[src/rtl/core/segx_pkg.sv]
// ----------------------------------------------------------------------------
// segx_pkg
// shared types and widths for the segment intersection pipeline
// ----------------------------------------------------------------------------
package segx_pkg;

  localparam int COORD_W   = 32;                 // q16.16 coordinate
  localparam int DIFF_W    = COORD_W + 1;        // coordinate difference
  localparam int PROD_W    = 2 * DIFF_W;         // product of two differences
  localparam int SUM_W     = PROD_W + 1;         // determinant and numerators
  localparam int MAG_W     = 2 * COORD_W + 1;    // |det| and |n1| on a hit
  localparam int QUOT_W    = COORD_W;            // offset along the test segment
  localparam int DIVD_W    = MAG_W + QUOT_W;     // dividend |n1| * |d|
  localparam int LO_W      = MAG_W - COORD_W;    // low slice of |n1|
  localparam int DIV_STEPS = QUOT_W;             // one quotient bit per stage

  localparam logic [COORD_W-1:0] COORD_MAX = {1'b0, {(COORD_W-1){1'b1}}};
  localparam logic [COORD_W-1:0] COORD_MIN = {1'b1, {(COORD_W-1){1'b0}}};

  typedef struct packed {
    logic signed [COORD_W-1:0] test_start_r;
    logic signed [COORD_W-1:0] test_start_z;
    logic signed [COORD_W-1:0] test_end_r;
    logic signed [COORD_W-1:0] test_end_z;
    logic signed [COORD_W-1:0] bound_start_r;
    logic signed [COORD_W-1:0] bound_start_z;
    logic signed [COORD_W-1:0] bound_end_r;
    logic signed [COORD_W-1:0] bound_end_z;
  } seg_in_t;

  typedef struct packed {
    logic                      crosses;
    logic signed [COORD_W-1:0] point_r;
    logic signed [COORD_W-1:0] point_z;
  } seg_out_t;

  // side data carried along the determinant stages
  typedef struct packed {
    logic [COORD_W-1:0] start_r;
    logic [COORD_W-1:0] start_z;
    logic [COORD_W-1:0] end_r;
    logic [COORD_W-1:0] end_z;
    logic [COORD_W-1:0] mr;
    logic [COORD_W-1:0] mz;
    logic               dr_neg;
    logic               dz_neg;
  } seg_pass_t;

  // decision and magnitudes handed to the scaling stages
  typedef struct packed {
    logic               hit;
    logic               neg_r;
    logic               neg_z;
    logic [COORD_W-1:0] start_r;
    logic [COORD_W-1:0] start_z;
    logic [COORD_W-1:0] end_r;
    logic [COORD_W-1:0] end_z;
    logic [MAG_W-1:0]   an;
    logic [MAG_W-1:0]   ad;
    logic [COORD_W-1:0] mr;
    logic [COORD_W-1:0] mz;
  } seg_frac_t;

  // state of the restoring divider, one per stage
  typedef struct packed {
    logic               hit;
    logic               neg_r;
    logic               neg_z;
    logic [COORD_W-1:0] start_r;
    logic [COORD_W-1:0] start_z;
    logic [COORD_W-1:0] end_r;
    logic [COORD_W-1:0] end_z;
    logic [MAG_W-1:0]   ad;
    logic [DIVD_W-1:0]  dsh;
    logic [DIVD_W-1:0]  rem_r;
    logic [DIVD_W-1:0]  rem_z;
    logic [QUOT_W-1:0]  q_r;
    logic [QUOT_W-1:0]  q_z;
  } seg_div_t;

endpackage

[src/rtl/core/segx_div_step.sv]
// ----------------------------------------------------------------------------
// segx_div_step
// one restoring division stage, one quotient bit for each coordinate
// ----------------------------------------------------------------------------
module segx_div_step import segx_pkg::*; (
  input  logic     clk,
  input  logic     rst_n,
  input  logic     in_valid,
  output logic     in_ready,
  input  seg_div_t in_data,
  output logic     out_valid,
  input  logic     out_ready,
  output seg_div_t out_data
);

  logic     v_r;
  logic     en;
  logic     ge_r, ge_z;
  seg_div_t d_r, d_nxt;

  assign en       = !v_r || out_ready;
  assign in_ready = en;

  assign ge_r = in_data.rem_r >= in_data.dsh;
  assign ge_z = in_data.rem_z >= in_data.dsh;

  always_comb begin
    d_nxt       = in_data;
    d_nxt.rem_r = ge_r ? (in_data.rem_r - in_data.dsh) : in_data.rem_r;
    d_nxt.rem_z = ge_z ? (in_data.rem_z - in_data.dsh) : in_data.rem_z;
    d_nxt.q_r   = {in_data.q_r[QUOT_W-2:0], ge_r};
    d_nxt.q_z   = {in_data.q_z[QUOT_W-2:0], ge_z};
    d_nxt.dsh   = in_data.dsh >> 1;
  end

  always_ff @(posedge clk) begin
    if (!rst_n) begin
      v_r <= 1'b0;
    end else if (en) begin
      v_r <= in_valid;
    end
    if (en) begin
      d_r <= d_nxt;
    end
  end

  assign out_valid = v_r;
  assign out_data  = d_r;

endmodule
[config.mk]
export PLATFORM = sky130hd
export DESIGN_NAME = segx_div_step
export DESIGN_NICKNAME = d
export VERILOG_FILES = /design/src/rtl/core/segx_pkg.sv /design/src/rtl/core/segx_div_step.sv
export SDC_FILE = /design/constraint.sdc
export NUM_CORES = 1
export LEC_CHECK = 0
export BUFFER_PORTS_ARGS = -buffer_cell sky130_fd_sc_hd__buf_2
export CORE_AREA = 5 5 432 434
export DETAILED_ROUTE_END_ITERATION = 10
export DIE_AREA = 0 0 437 439
export GPL_TIMING_DRIVEN = 1
export PLACE_DENSITY = 0.34
export SLEW_MARGIN = 40
export SYNTH_ARGS = -nofsm -noshare
export SYNTH_HDL_FRONTEND = slang
export SYNTH_SLANG_ARGS = --single-unit
[constraint.sdc]
create_clock -name clk -period 26.7 [get_ports clk]
set_clock_uncertainty 0.15 [all_clocks]
set_input_delay 1.335 -clock clk [delete_from_list [all_inputs] [get_ports clk]]
set_output_delay 1.335 -clock clk [all_outputs]
set_load 0.02 [all_outputs]
======== After elaboration in Yosys (flattened, before gate mapping) ========
Index checks and enable logic that the tools add are counted.
cells by class
  magnitude comparators ................... 2
  add/subtract/negate cells ............... 2
  reductions and logical operators ........ 2
  muxes and demuxes ....................... 2
operators with widths
  cell                count
  $ge A97 B97 Y1      2
  $mux W97            2
  $sub A97 B97 Y97    2
  $logic_not A1 Y1    1
  $logic_or A1 B1 Y1  1
storage, ports and cells
  register bits after elaboration ......... 551
  output and inout bits ................... 553
  bits of input ports ..................... 555

======== Depth between registers and ports, before layout ========
  word-level depth ........................ 2
  mapped depth ............................ 17
  gate-level depth less buffers ........... 14

======== Worst setup path before layout ========
No wires, ideal clock.
  path kind ............................... input to register
  start ................................... input port out_ready
  end ..................................... register v_r, in the netlist out_valid
  stages .................................. 2
  data arrival time ....................... 15.655 ns
  path buffers ............................ 0
  path slack .............................. 10.189 ns
  path through ............................ nand2b_1 > a21boi_0
between the ends
  longest elaborated chain between the ends .. 1
ends and longest elaborated chain
  what                  line                 RTL
  start, declared       segx_div_step.sv:12  input logic out_ready,
  $logic_or A1 B1 Y1    segx_div_step.sv:21  assign en = !v_r || out_ready;
  end signal, assigned  segx_div_step.sv:40  v_r <= in_valid;
  end, declared         segx_div_step.sv:16  logic v_r;
No other way between the ends.
A chain may end at the register's enable or synchronous reset.

==> impl_metrics.csv <==
group,metric,value,unit
finish,utilization,23.2,%
sta,worstMarginPinSlew,0.936,ns
sta,max_freq,163,MHz
global_routing,antenna_found_initial,81,
clocking,cts_resized,0,
sta,setup_viol,0,
finish,stdcell_area,0.0422,sq mm
worst_setup_path,worst-path-max-fanout,63,
detailed_routing,drcViolationCount,0,
global_routing,gr-total-overflow,0,
placement,dp.cells,6384,
finish,final_cell_mix,"buf_2 (1,105), edfxtp_1 (550), nand2_1 (361)",
finish,layout-drive-gt1-share,32.0,%
power,leakage,0.0181,uW
worst_setup_path,required,26.90,ns
power,ir_drop,0.0000416,V
global_routing,grt_max_degree,98,
sta,finalCritPeriodShare,23.0,%
floorplanning,die_h,439,um
finish,nNetsFinal,4826,
worst_setup_path,cp-endpoint,"out_data[112]$_DFFE_PP_",
floorplanning,floorplan.die_area,0.192,sq mm
floorplanning,ioPinCount,1108,
clocking,cts_tree,"built",
finish,mostFrequentLayoutCell,"buf_2",
clocking,cts.sinks,551,
detailed_routing,avgRoutedWirePerCell,28.2,um
clocking,postCtsHoldBufs,0,
finish,area.growth.synth_to_final,32.9,%
placement,io_buffers,1104,
detailed_routing,wl,185000,um
clocking,numCtsBuffers,74,
floorplanning,start_util,17.4,%
yosys,syn-num-nets,3755,
finish,stdcell_count,6533,
yosys,seq_area_frac_synth,52.1,%
floorplanning,die_w,437,um
worst_setup_path,reg2reg_from,"out_valid$_SDFFE_PN0P_",
global_routing,grt_pass1_vias,28600,
detailed_routing,drtIter0Drc,1882,
clocking,clk_pin_slew,0.06,ns
sta,final.min_clock_period,6.14,ns
yosys,synth.distinct_cells,94,
outcome,status,"finished clean",
worst_setup_path,cp.arrival,6.34,ns
worst_setup_path,cp_cell_sequence,"buf_2 > inv_1 > ha_1 > a21oi_1 > o21ai_0 > a21oi_1 > a2111oi_2 > nor3_2 > nand2b_1 > o21ai_4 > a41oi_4 > a31oi_4 > buf_4 > buf_4 > o21ai_0",
floorplanning,core,0.182,sq mm
sta,setup_tns,0,ns
worst_hold_path,min_path_type,"in -> reg",
yosys,synth-async-reset-ratio,0,%
worst_setup_path,r2r-end,"out_data[44]$_DFFE_PP_",
worst_setup_path,reg2reg_setup_slack,23.03,ns
placement,pre_cts_slack,19.91,ns
detailed_routing,first_pass_iters,5,
worst_hold_path,min_from,"in_data[390]",
worst_setup_path,slowest_delay,0.58,ns
detailed_routing,wl_met1,68600,um
yosys,synth_ff_type,"edfxtp_1",
clocking,root_buffer,"clkbuf_16",
clocking,insertion_delay,0.68,ns
sta,rsz0062_at_grt,"false",
clocking,cts.path.max_buffers,3,
worst_setup_path,startpoint,"in_data[288]",
detailed_routing,ant_nets,0,
yosys,synthCells,3004,
clocking,cts_setup_buffers,0,
worst_setup_path,critPathKind,"in -> reg",
power,p_per_area,68.2,mW/mm^2
placement,gp_congestion,0.907,
worst_setup_path,cp-start-kind,"input port",
global_routing,grt_util_all_layers,18.2,%
sta,finalHoldViolations,0,
yosys,ys_ff_latch,551,
yosys,synth-edff-count,550,
detailed_routing,vias,28800,
sta,slew_headroom,37.0,%
worst_setup_path,cp_slowest_cell,"buf_4",
floorplanning,rows,157,
detailed_routing,routed.top_layer,"met5",
detailed_routing,dr_wl_met2,99100,um
global_routing,grt_pass1_wl,244000,um
sta,final-max-slew-violation-count,0,
placement,dpl_cell_area,0.0398,sq mm
placement,hpwlAfterDp,158000,um
worst_setup_path,worstRegToRegCells,6,
yosys,synth_area_per_cell,10.6,sq um
detailed_routing,dr_wl_met3,10200,um
yosys,yosys_warnings,0,
worst_setup_path,end_kind,"flip-flop",
detailed_routing,viasPerCell,4.41,
yosys,synth_area,0.0318,sq mm
sta,fin_ws,20.56,ns
run,drv_cap,0,
clocking,htree_levels,3,
## sequential cells by signal, summed over array words and instances, names as in the netlist
register / count
out_data: 550
out_valid: 1
## worst min-delay path by stage
stage | to | cells past startpoint | slack (ns)
finish | out_data[390]$_DFFE_PP_ | 1 | 0.68
global route | out_data[6]$_DFFE_PP_ | 1 | 0.62
CTS | out_data[6]$_DFFE_PP_ | 1 | 0.57
detailed placement | out_data[131]$_DFFE_PP_ | 2 | 1.03
global placement | out_data[128]$_DFFE_PP_ | 2 | 1.03
floorplan | out_data[10]$_DFFE_PP_ | 0 | 1.28
## cell usage after synthesis (10+ instances only)
library cell,instances,share of area (%)
clkbuf_1,66,0.78
xnor2_1,101,2.8
nand2_1,361,4.3
a21oi_1,273,4.3
clkbuf_2,10,0.16
o21ai_1,75,1.2
a21o_1,103,2.4
a21boi_0,17,0.40
o21ai_0,229,3.6
or2_2,15,0.30
o21a_1,26,0.61
o211ai_1,11,0.26
o31ai_1,22,0.52
o21bai_1,48,1.1
o21ai_2,18,0.50
nand3_1,44,0.69
inv_1,158,1.9
or3_1,12,0.24
xor2_1,78,2.2
ha_1,194,7.6
a31oi_1,29,0.57
and3_1,12,0.24
edfxtp_1,550,52
nor2_1,165,2.0
nor3_1,41,0.65
a211oi_1,15,0.35
nand4_1,85,1.7
nor4_1,14,0.28
nor2b_1,17,0.33
nand2b_1,17,0.33
buf_2,46,0.73
## per-layer routing
layer,vias up,global-route usage (%)
met2,1031,34.9
li1,13300,-
met1,14200,19.7
met4,26,6.50
met5,-,0
met3,240,3.82
## through the flow
stage,power (uW),hold WS [ns]
6_report,2880,0.679
5_1_grt,3020,0.615
4_1_cts,2940,0.574
3_5_place_dp,1920,1.03
3_3_place_gp,1920,1.03
2_1_floorplan,1590,1.28
## power breakdown
part           switching (uW)  total, uW  internal [uW]
Sequential               32.0       1100           1070
Combinational             545        790            245
Clock                     428        990            563
## cell type report
| class | count | area [sq um] |
|---|---|---|
| Antenna cell | 17 | 42.5 |
| Clock buffer | 89 | 1950 |
| Clock inverter | 43 | 369 |
| Fill cell | 20100 | 140000 |
| Inverter | 160 | 603 |
| Multi-Input combinational cell | 2153 | 13900 |
| Sequential cell | 551 | 16500 |
| Tap cell | 2385 | 2980 |
| Timing Repair Buffer | 1135 | 5830 |
## logic make-up after synthesis
group                      Yosys count  share of synthesized area, %
adders and majority gates          196                          7.77
and+or+nand+nor                    819                          11.8
muxes                               13                         0.528
DFF                                551                          52.1
other                                1                        0.0118
buffers and inverters              300                          4.30
xor gates and xnor gates           179                          4.94
AOI/OAI and AO/OA                  945                          18.5
## worst max-delay path, delay by kind of cell
family | cells | cell delay (ns)
AND/OR/NAND/NOR | 2 | 0.51
adder cells (fa/ha/maj) | 1 | 0.44
buffers and inverters | 4 | 1.23
AO/OA/AOI/OAI | 8 | 2.66
Power figures use the tool's default switching activity.
